### src/hw/rtl/pps_pkg.sv
package pps_pkg;

   // Table geometry and field widths.
   localparam int SLOT_COUNT = 16;
   localparam int IDX_W      = $clog2(SLOT_COUNT);
   localparam int KIND_W     = 2;
   localparam int SLOT_W     = 4;
   localparam int TIME_W     = 16;
   localparam int PRI_W      = 8;
   localparam int CFG_W      = 5;

   // Request kinds; the remaining code changes nothing.
   typedef enum logic [KIND_W-1:0] {
      KIND_LOAD  = 2'd0,
      KIND_TICK  = 2'd1,
      KIND_CLEAR = 2'd2
   } kind_type;

   // Controller states.
   typedef enum logic [1:0] {
      ST_IDLE,
      ST_SCAN,
      ST_EXEC,
      ST_DONE
   } state_type;

   // Commands from the controller to the datapath.
   typedef struct packed {
      logic capture;
      logic scan_step;
      logic execute;
      logic publish;
   } cmd_type;

   // Status from the datapath to the controller.
   typedef struct packed {
      logic scan_last;
      logic out_free;
   } status_type;

   // Increment that sticks at the all-ones value.
   function automatic logic [TIME_W-1:0] sat_inc(input logic [TIME_W-1:0] v);
      logic [TIME_W-1:0] r;
      r = (v == '1) ? v : v + TIME_W'(1);
      return r;
   endfunction

endpackage

### src/hw/rtl/pps_ctrl.sv
module pps_ctrl (
   input  logic                      clock,
   input  logic                      reset,
   input  logic                      req_valid,
   input  logic [pps_pkg::KIND_W-1:0] req_kind,
   output logic                      req_stall,
   input  pps_pkg::status_type       status,
   output pps_pkg::cmd_type          cmd
);
   import pps_pkg::*;

   state_type state_ff;
   state_type state_in;

   // State register.
   always_ff @(posedge clock) begin
      if (reset) begin
         state_ff <= ST_IDLE;
      end else begin
         state_ff <= state_in;
      end
   end

   // Next state: a tick scans the table, other kinds go straight to execution.
   always_comb begin
      state_in = state_ff;
      case (state_ff)
         ST_IDLE: begin
            if (req_valid) begin
               state_in = (req_kind == KIND_TICK) ? ST_SCAN : ST_EXEC;
            end
         end
         ST_SCAN: begin
            if (status.scan_last) begin
               state_in = ST_EXEC;
            end
         end
         ST_EXEC: begin
            state_in = ST_DONE;
         end
         ST_DONE: begin
            if (status.out_free) begin
               state_in = ST_IDLE;
            end
         end
         default: begin
            state_in = ST_IDLE;
         end
      endcase
   end

   // Outputs: requests are taken only while idle.
   always_comb begin
      req_stall = 1'b1;
      cmd       = '0;
      case (state_ff)
         ST_IDLE: begin
            req_stall   = 1'b0;
            cmd.capture = req_valid;
         end
         ST_SCAN: begin
            cmd.scan_step = 1'b1;
         end
         ST_EXEC: begin
            cmd.execute = 1'b1;
         end
         ST_DONE: begin
            cmd.publish = status.out_free;
         end
         default: begin
            req_stall = 1'b1;
         end
      endcase
   end

endmodule

### src/hw/rtl/pps_datapath.sv
module pps_datapath (
   input  logic                       clock,
   input  logic                       reset,
   input  pps_pkg::cmd_type           cmd,
   output pps_pkg::status_type        status,
   input  logic [pps_pkg::KIND_W-1:0] req_kind,
   input  logic [pps_pkg::SLOT_W-1:0] req_slot,
   input  logic [pps_pkg::TIME_W-1:0] req_arrival_time,
   input  logic [pps_pkg::TIME_W-1:0] req_burst_length,
   input  logic [pps_pkg::PRI_W-1:0]  req_priority_level,
   output logic                       rsp_valid,
   input  logic                       rsp_stall,
   output logic                       rsp_ran_valid,
   output logic [pps_pkg::SLOT_W-1:0] rsp_ran_slot,
   output logic                       rsp_completed,
   output logic [pps_pkg::TIME_W-1:0] rsp_finish_time,
   output logic                       rsp_idle_tick,
   output logic [pps_pkg::TIME_W-1:0] rsp_idle_total,
   output logic                       rsp_all_done,
   input  logic                       csr_valid,
   output logic                       csr_ready,
   input  logic [pps_pkg::CFG_W-1:0]  csr_active_slots
);
   import pps_pkg::*;

   // Configuration and captured request.
   logic [CFG_W-1:0]  active_ff;
   logic [KIND_W-1:0] kind_ff;
   logic [SLOT_W-1:0] slot_ff;
   logic [TIME_W-1:0] arr_ff;
   logic [TIME_W-1:0] burst_ff;
   logic [PRI_W-1:0]  prio_ff;

   // Slot table; an entry's remaining time is meaningful only when its busy bit is set.
   logic [TIME_W-1:0]     arr_mem [SLOT_COUNT];
   logic [PRI_W-1:0]      pri_mem [SLOT_COUNT];
   logic [TIME_W-1:0]     rem_mem [SLOT_COUNT];
   logic [SLOT_COUNT-1:0] busy_ff;
   logic [TIME_W-1:0]     time_ff;
   logic [TIME_W-1:0]     idle_ff;

   // Scan position and best candidate so far.
   logic [IDX_W-1:0]  idx_ff;
   logic              found_ff;
   logic [IDX_W-1:0]  best_idx_ff;
   logic [PRI_W-1:0]  best_pri_ff;
   logic [TIME_W-1:0] best_arr_ff;
   logic [TIME_W-1:0] best_rem_ff;

   // Result fields staged by execution.
   logic              res_ran_ff;
   logic [SLOT_W-1:0] res_slot_ff;
   logic              res_completed_ff;
   logic [TIME_W-1:0] res_finish_ff;
   logic              res_idle_ff;

   // Output register.
   logic              rsp_valid_ff;
   logic              rsp_ran_valid_ff;
   logic [SLOT_W-1:0] rsp_ran_slot_ff;
   logic              rsp_completed_ff;
   logic [TIME_W-1:0] rsp_finish_time_ff;
   logic              rsp_idle_tick_ff;
   logic [TIME_W-1:0] rsp_idle_total_ff;
   logic              rsp_all_done_ff;

   logic [SLOT_COUNT-1:0] active_mask;
   logic                  work_left;
   logic [IDX_W-1:0]      rd_addr;
   logic [TIME_W-1:0]     rd_arr_ff;
   logic [PRI_W-1:0]      rd_pri_ff;
   logic [TIME_W-1:0]     rd_rem_ff;
   logic                  candidate;
   logic                  better;
   logic                  is_load;
   logic                  is_tick;
   logic                  is_clear;
   logic                  slot_ok;
   logic [IDX_W-1:0]      load_idx;
   logic [TIME_W-1:0]     new_rem;
   logic [TIME_W-1:0]     time_next;

   // Slots below the configured count take part; larger counts cover the whole table.
   always_comb begin
      for (int k = 0; k < SLOT_COUNT; k++) begin
         active_mask[k] = (k < int'(active_ff));
      end
   end

   assign work_left = |(busy_ff & active_mask);

   // Kind decode of the captured request.
   assign is_load  = (kind_ff == KIND_LOAD);
   assign is_tick  = (kind_ff == KIND_TICK);
   assign is_clear = (kind_ff == KIND_CLEAR);
   assign slot_ok  = (int'(slot_ff) < SLOT_COUNT);
   assign load_idx = IDX_W'(slot_ff);

   // One table entry is examined per scan cycle. The registered read port is addressed
   // with the next scan position, so its data always belongs to the current one.
   assign rd_addr   = cmd.capture ? '0 : (cmd.scan_step ? idx_ff + IDX_W'(1) : idx_ff);
   assign candidate = active_mask[idx_ff] && busy_ff[idx_ff] && (rd_arr_ff <= time_ff);
   assign better    = candidate && (!found_ff || (rd_pri_ff < best_pri_ff)
                      || ((rd_pri_ff == best_pri_ff) && (rd_arr_ff < best_arr_ff)));

   assign new_rem   = best_rem_ff - TIME_W'(1);
   assign time_next = sat_inc(time_ff);

   // Status towards the controller.
   assign status.scan_last = (idx_ff == IDX_W'(SLOT_COUNT - 1));
   assign status.out_free  = !rsp_valid_ff || !rsp_stall;

   // Configuration register; writes must arrive only while the block is idle, which the block itself does not enforce.
   assign csr_ready = 1'b1;

   always_ff @(posedge clock) begin
      if (reset) begin
         active_ff <= '0;
      end else if (csr_valid) begin
         active_ff <= csr_active_slots;
      end
   end

   // Request capture.
   always_ff @(posedge clock) begin
      if (cmd.capture) begin
         kind_ff  <= req_kind;
         slot_ff  <= req_slot;
         arr_ff   <= req_arrival_time;
         burst_ff <= req_burst_length;
         prio_ff  <= req_priority_level;
      end
   end

   // Scan counter and running best.
   always_ff @(posedge clock) begin
      if (reset) begin
         idx_ff   <= '0;
         found_ff <= 1'b0;
      end else if (cmd.capture) begin
         idx_ff   <= '0;
         found_ff <= 1'b0;
      end else if (cmd.scan_step) begin
         idx_ff <= idx_ff + IDX_W'(1);
         if (better) begin
            found_ff <= 1'b1;
         end
      end
   end

   always_ff @(posedge clock) begin
      if (cmd.scan_step && better) begin
         best_idx_ff <= idx_ff;
         best_pri_ff <= rd_pri_ff;
         best_arr_ff <= rd_arr_ff;
         best_rem_ff <= rd_rem_ff;
      end
   end

   // Table memories: a load writes a slot, a tick that runs writes back the remaining time.
   always_ff @(posedge clock) begin
      if (cmd.execute && is_load && slot_ok) begin
         arr_mem[load_idx] <= arr_ff;
         pri_mem[load_idx] <= prio_ff;
      end
      rd_arr_ff <= arr_mem[rd_addr];
      rd_pri_ff <= pri_mem[rd_addr];
   end

   always_ff @(posedge clock) begin
      if (cmd.execute) begin
         if (is_load && slot_ok) begin
            rem_mem[load_idx] <= burst_ff;
         end else if (is_tick && found_ff) begin
            rem_mem[best_idx_ff] <= new_rem;
         end
      end
      rd_rem_ff <= rem_mem[rd_addr];
   end

   // Busy bits stand for a non-zero remaining time.
   always_ff @(posedge clock) begin
      if (reset) begin
         busy_ff <= '0;
      end else if (cmd.execute) begin
         if (is_clear) begin
            busy_ff <= '0;
         end else if (is_load && slot_ok) begin
            busy_ff[load_idx] <= (burst_ff != '0);
         end else if (is_tick && found_ff) begin
            busy_ff[best_idx_ff] <= (new_rem != '0);
         end
      end
   end

   // Time and idle counters.
   always_ff @(posedge clock) begin
      if (reset) begin
         time_ff <= '0;
         idle_ff <= '0;
      end else if (cmd.execute) begin
         if (is_clear) begin
            time_ff <= '0;
            idle_ff <= '0;
         end else if (is_tick) begin
            time_ff <= time_next;
            if (!found_ff && work_left) begin
               idle_ff <= sat_inc(idle_ff);
            end
         end
      end
   end

   // Result staging for the transaction in hand.
   always_ff @(posedge clock) begin
      if (cmd.execute) begin
         res_ran_ff       <= is_tick && found_ff;
         res_slot_ff      <= (is_tick && found_ff) ? SLOT_W'(best_idx_ff) : '0;
         res_completed_ff <= is_tick && found_ff && (new_rem == '0);
         res_finish_ff    <= (is_tick && found_ff && (new_rem == '0)) ? time_next : '0;
         res_idle_ff      <= is_tick && !found_ff;
      end
   end

   // Output register; the table is already updated when it is loaded.
   always_ff @(posedge clock) begin
      if (reset) begin
         rsp_valid_ff <= 1'b0;
      end else if (cmd.publish) begin
         rsp_valid_ff <= 1'b1;
      end else if (!rsp_stall) begin
         rsp_valid_ff <= 1'b0;
      end
   end

   always_ff @(posedge clock) begin
      if (cmd.publish) begin
         rsp_ran_valid_ff   <= res_ran_ff;
         rsp_ran_slot_ff    <= res_slot_ff;
         rsp_completed_ff   <= res_completed_ff;
         rsp_finish_time_ff <= res_finish_ff;
         rsp_idle_tick_ff   <= res_idle_ff;
         rsp_idle_total_ff  <= idle_ff;
         rsp_all_done_ff    <= !work_left;
      end
   end

   assign rsp_valid       = rsp_valid_ff;
   assign rsp_ran_valid   = rsp_ran_valid_ff;
   assign rsp_ran_slot    = rsp_ran_slot_ff;
   assign rsp_completed   = rsp_completed_ff;
   assign rsp_finish_time = rsp_finish_time_ff;
   assign rsp_idle_tick   = rsp_idle_tick_ff;
   assign rsp_idle_total  = rsp_idle_total_ff;
   assign rsp_all_done    = rsp_all_done_ff;

endmodule

### src/hw/rtl/preemptive_priority_scheduler.sv
// Channel  Direction  Handshake            Payload
// req      in         req_valid/req_stall  kind, slot, arrival_time, burst_length,
//                                          priority_level
// rsp      out        rsp_valid/rsp_stall  ran_valid, ran_slot, completed, finish_time,
//                                          idle_tick, idle_total, all_done
// csr      in         csr_valid/csr_ready  active_slots
//
// A tick scans the table one slot per cycle through a single read port, then updates it,
// then registers the result. Load, clear and unused kinds skip the scan and go straight
// to execution. One transaction is in hand at a time, but the next request is accepted
// while a result waits in the output register.
// Synchronous reset empties every slot and zeroes time, idle count and active_slots.
// A stalled result holds; a waiting finished result delays only the next publication.
module preemptive_priority_scheduler (
   input  logic                       clock,
   input  logic                       reset,
   input  logic                       req_valid,
   output logic                       req_stall,
   input  logic [pps_pkg::KIND_W-1:0] req_kind,
   input  logic [pps_pkg::SLOT_W-1:0] req_slot,
   input  logic [pps_pkg::TIME_W-1:0] req_arrival_time,
   input  logic [pps_pkg::TIME_W-1:0] req_burst_length,
   input  logic [pps_pkg::PRI_W-1:0]  req_priority_level,
   output logic                       rsp_valid,
   input  logic                       rsp_stall,
   output logic                       rsp_ran_valid,
   output logic [pps_pkg::SLOT_W-1:0] rsp_ran_slot,
   output logic                       rsp_completed,
   output logic [pps_pkg::TIME_W-1:0] rsp_finish_time,
   output logic                       rsp_idle_tick,
   output logic [pps_pkg::TIME_W-1:0] rsp_idle_total,
   output logic                       rsp_all_done,
   input  logic                       csr_valid,
   output logic                       csr_ready,
   input  logic [pps_pkg::CFG_W-1:0]  csr_active_slots
);
   import pps_pkg::*;

   cmd_type    cmd;
   status_type status;

   // Sequencing of each transaction.
   pps_ctrl u_ctrl (
      .clock     (clock),
      .reset     (reset),
      .req_valid (req_valid),
      .req_kind  (req_kind),
      .req_stall (req_stall),
      .status    (status),
      .cmd       (cmd)
   );

   // Slot table, counters, scan and output register.
   pps_datapath u_datapath (
      .clock              (clock),
      .reset              (reset),
      .cmd                (cmd),
      .status             (status),
      .req_kind           (req_kind),
      .req_slot           (req_slot),
      .req_arrival_time   (req_arrival_time),
      .req_burst_length   (req_burst_length),
      .req_priority_level (req_priority_level),
      .rsp_valid          (rsp_valid),
      .rsp_stall          (rsp_stall),
      .rsp_ran_valid      (rsp_ran_valid),
      .rsp_ran_slot       (rsp_ran_slot),
      .rsp_completed      (rsp_completed),
      .rsp_finish_time    (rsp_finish_time),
      .rsp_idle_tick      (rsp_idle_tick),
      .rsp_idle_total     (rsp_idle_total),
      .rsp_all_done       (rsp_all_done),
      .csr_valid          (csr_valid),
      .csr_ready          (csr_ready),
      .csr_active_slots   (csr_active_slots)
   );

   // A tick either runs a slot or is idle, and only a running slot can complete.
   a_outcome_exclusive: assert property (@(posedge clock) disable iff (reset)
      rsp_valid |-> !(rsp_idle_tick && rsp_ran_valid) && (!rsp_completed || rsp_ran_valid))
      else $error("result reports both a run and an idle tick, or completion without a run");

   // A slot that ran without finishing still has work, so the table cannot be done.
   a_unfinished_not_done: assert property (@(posedge clock) disable iff (reset)
      rsp_valid && rsp_ran_valid && !rsp_completed |-> !rsp_all_done)
      else $error("all_done reported while the running slot still has work");

   // Completion happens after time has advanced at least once.
   a_finish_nonzero: assert property (@(posedge clock) disable iff (reset)
      rsp_valid && rsp_completed |-> rsp_finish_time != '0)
      else $error("completion reported with a zero finish time");

endmodule

### config.mk
export PLATFORM = sky130hd
export DESIGN_NAME = preemptive_priority_scheduler
export DESIGN_NICKNAME = d
export VERILOG_FILES = /design/src/hw/rtl/pps_pkg.sv /design/src/hw/rtl/pps_ctrl.sv /design/src/hw/rtl/pps_datapath.sv /design/src/hw/rtl/preemptive_priority_scheduler.sv
export SDC_FILE = /design/constraint.sdc
export NUM_CORES = 1
export LEC_CHECK = 0
export BUFFER_PORTS_ARGS = -buffer_cell sky130_fd_sc_hd__buf_2
export CAP_MARGIN = 10
export CORE_MARGIN = 1.5
export CORE_UTILIZATION = 40
export DETAILED_ROUTE_END_ITERATION = 12
export GPL_ROUTABILITY_DRIVEN = 0
export PLACE_DENSITY = 0.52
export SYNTH_ARGS = -nofsm -noshare
export SYNTH_HDL_FRONTEND = slang
export SYNTH_SLANG_ARGS = --single-unit
### constraint.sdc
create_clock -name clock -period 6.9 [get_ports clock]
set_clock_uncertainty 0.05 [all_clocks]
set_input_delay 1.38 -clock clock [delete_from_list [all_inputs] [get_ports clock]]
set_output_delay 1.38 -clock clock [all_outputs]
set_load 0.05 [all_outputs]
==> impl_metrics.json <==
{
  "outcome": "finished clean",
  "synth_top_area_share_pct": 64.7,
  "fillers": 8110,
  "grt_pass1_wl_um": 145000,
  "postLayoutSetupSlackWorst_ns": 2.81,
  "synth-main-ff-cell": "edfxtp_1",
  "drc": 0,
  "die-area_um2": 93800,
  "placedCellCount": 3936,
  "clk_latency_ns": 0.67,
  "vdd_drop_max_uv": 183,
  "finalSetupTns_ns": 0,
  "drt-total-wl_um": 95900,
  "grt_usage_pct": 20.3,
  "viasPerCell": 5.70,
  "cts_setup_buffers": 0,
  "crit_slowest_cell": "and2_4",
  "yosys-top-cells-area": "edfxtp_1 65%, dfxtp_1 5.5%, a211oi_1 4.2%, nand2_1 3.9%, and3_1 2.9%",
  "p_leak_nw": 14.3,
  "hold_class": "flop to flop",
  "cts-root-buf": "clkbuf_16",
  "layout-drive-gt1-share_pct": 12.4,
  "critPathKind": "flop to flop",
  "final_net_count": 2955,
  "cts_buffer_depth": 3,
  "worstPathMaxFanout": 162,
  "via_count": 23465,
  "avgSynthCellArea_um2": 13.2,
  "finalCriticalPeriod_ns": 4.09,
  "fin_util_pct": 45.8,
  "crit_path_cell_trace": "inv_1 > ha_1 > xor2_4 > buf_12 > and2_4 > buf_12 > nand2_1 > a311oi_1 > a21oi_1 > a21oi_1",
  "clkTransAtPathRegs_ns": 0.06,
  "drtAntennaViolNets": 0,
  "yosysWarnings": 0,
  "postCtsHoldBufs": 0,
  "grt_pass1_vias": 23058,
  "synth_top_area_cell": "edfxtp_1",
  "synthToLayoutAreaGrowth_pct": 13.8,
  "rsz0062_at_grt": "no",
  "critPathLaunchType": "flop",
  "relSlewSlack_pct": 19.3,
  "final_area_um2": 41900,
  "synth_cell_type_count": 81,
  "critPathArrivalTime_ns": 4.61,
  "place.port_buffers": 97,
  "dp_hpwl_um": 52200,
  "holdPathStages": 0,
  "cpPeakStageDelay_ns": 0.73,
  "endpoint_kind": "flop",
  "max-cap-violations": 0,
  "final_cells": 4116,
  "grt-ovfl-total": 0,
  "setup-violations-final": 0,
  "rows": 111,
  "hold_violations": 0,
  "start_util_pct": 40.3,
  "drt-pass1-iter-count": 7,
  "cts_tree": "yes",
  "die_h_um": 306,
  "die_w_um": 306,
  "grt_antenna_before_repair": 1,
  "tightest_slew_ns": 1.20,
  "coreArea_um2": 91400,
  "placed_area_um2": 38800,
  "yosysSeqAreaShare_pct": 70.2,
  "final_max_slew_viol_count": 0,
  "htreeDepth": 3,
  "synth-seq-cells": 894,
  "synth_edf_count": 793,
  "io_pins": 99,
  "synthCells": 2782,
  "period_share_pct": 59.3,
  "async_reset_ff_share_pct": 0,
  "grt_max_degree": 211,
  "rr_worst_depth": 10,
  "clock_sinks": 894,
  "syn_nets": 2890,
  "wl_per_cell_um": 23.3,
  "crit_required_ns": 7.42,
  "drt_iter0_drc": 1887,
  "synth_area_um2": 36800,
  "pre_cts_slack_ns": 2.37,
  "p_per_area_nw_per_um2": 301,
  "cts_resized": 0,
  "max_freq_mhz": 244,
  "cts_buffers": 95
}
-- critical path: cells and delay by family (launching register included) --
| family | cells | cell delay [ns] |
|---|---|---|
| flip-flops | 1 | 0.35 |
| XOR/XNOR | 1 | 0.19 |
| AO/OA/AOI/OAI | 3 | 0.58 |
| buffers and inverters | 3 | 1.12 |
| AND/OR/NAND/NOR | 2 | 0.85 |
| adder cells (fa/ha/maj) | 1 | 0.48 |
-- state kept, by name (all words and copies together) (netlist names), 4 cells and up --
signal / cells
u_datapath.best_pri_ff: 8
u_datapath.rsp_ran_slot: 4
u_datapath.rsp_idle_total: 16
u_datapath.rd_arr_ff: 16
u_datapath.arr_mem: 256
u_datapath.arr_ff: 16
u_datapath.active_ff: 5
u_datapath.rsp_finish_time: 16
u_datapath.res_slot_ff: 4
u_datapath.burst_ff: 16
u_datapath.best_idx_ff: 4
u_datapath.idle_ff: 16
u_datapath.best_rem_ff: 16
u_datapath.load_idx: 4
u_datapath.rem_mem: 256
u_datapath.pri_mem: 128
u_datapath.best_arr_ff: 16
u_datapath.busy_ff: 16
u_datapath.prio_ff: 8
u_datapath.res_finish_ff: 16
u_datapath.time_ff: 16
u_datapath.rd_rem_ff: 16
u_datapath.rd_pri_ff: 8
u_datapath.idx_ff: 4
-- placed cells by master, fill, tap and decap left out, types with 17 or more instances in the layout --
cell type / instances
a211oi_1: 208
a21oi_1: 129
a311oi_1: 82
a31oi_1: 91
and3_1: 170
buf_2: 97
buf_4: 63
clkbuf_1: 31
clkbuf_16: 95
clkinv_2: 17
dfxtp_1: 101
edfxtp_1: 793
ha_1: 52
inv_1: 58
mux2i_1: 30
nand2_1: 381
nand3_1: 44
nand4_1: 20
nor2_1: 63
nor2_4: 21
nor2b_1: 23
nor3_1: 22
o21ai_0: 70
o41ai_1: 17
or3_1: 24
xnor2_1: 20
-- through the flow --
stage	total power [mW]	hold WS [ns]
after CTS	12.7	0.363
after global routing	13.1	0.367
after floorplan	7.26	0.336
after global placement	7.74	0.342
final	12.6	0.359
after detailed placement	7.76	0.349
-- final timing paths --
| path | slack, ns | endpoint | startpoint |
|---|---|---|---|
| worst min-delay path | 0.36 | u_datapath.rsp_finish_time[5]$_DFFE_PP_ | u_datapath.res_finish_ff[5]$_SDFFCE_PN0P_ |
| worst min register to register | 0.36 | u_datapath.rsp_finish_time[5]$_DFFE_PP_ | u_datapath.res_finish_ff[5]$_SDFFCE_PN0P_ |
| worst max register to register | 2.81 | u_datapath.rd_arr_ff[5]$_DFF_P_ | u_ctrl.state_ff[1]$_SDFFE_PP0P_ |
| worst max-delay path | 2.81 | u_datapath.rd_arr_ff[5]$_DFF_P_ | u_ctrl.state_ff[1]$_SDFFE_PP0P_ |
-- where the power goes --
group / leakage, nW / total, mW / switching (mW) / internal [mW]
clock network: 1.49 / 4.96 / 2.10 / 2.86
registers: 7.98 / 6.35 / 0.170 / 6.18
logic: 4.78 / 1.30 / 0.919 / 0.384
-- metal layers --
layer	part of all wire [%]	track usage, %	routed length, µm	vias up
met2	47	33.7	45400	690
met3	5.2	2.63	5010	142
li1	-	-	-	10860
met1	45	27.9	43400	11773
met4	2.3	6.27	2200	0
met5	0	0	0	-
-- cell usage after synthesis, types with 7 or more instances --
cell type,number
inv_1,58
nand2_1,383
nand2b_1,14
nor2b_1,23
and3_1,170
o41ai_1,17
ha_1,52
nor4_1,7
clkbuf_1,170
nor3_1,23
a21o_1,7
dfxtp_1,101
xor2_1,8
or3_1,24
mux2i_1,30
o31ai_1,7
a21oi_1,129
o21ai_0,70
nand3_1,44
nor2_1,98
a211oi_1,208
a311oi_1,82
o211ai_1,12
edfxtp_1,793
or4_1,11
nand4_1,20
a31oi_1,91
buf_2,17
xnor2_1,20
-- cells by family after synthesis --
logic type	after synthesis	synth area share, %
buffers and inverters	257	2.78
xor gates and xnor gates	28	0.667
other	1	0.0102
muxes	32	0.908
AOI/OAI and AO/OA	666	12.4
DFF	894	70.2
adders and majority gates	53	1.80
and+or+nand+nor	851	11.2
-- final cells by class --
class	instances	area [µm²]	area share [%]
Antenna cell	1	2.50	0.00598
Clock buffer	136	2630	6.28
Clock inverter	43	434	1.04
Inverter	59	223	0.532
Multi-Input combinational cell	1631	10200	24.3
Sequential cell	894	25800	61.7
Tap cell	1186	1480	3.54
Timing Repair Buffer	166	1080	2.58
Power figures use the tool's default switching activity.
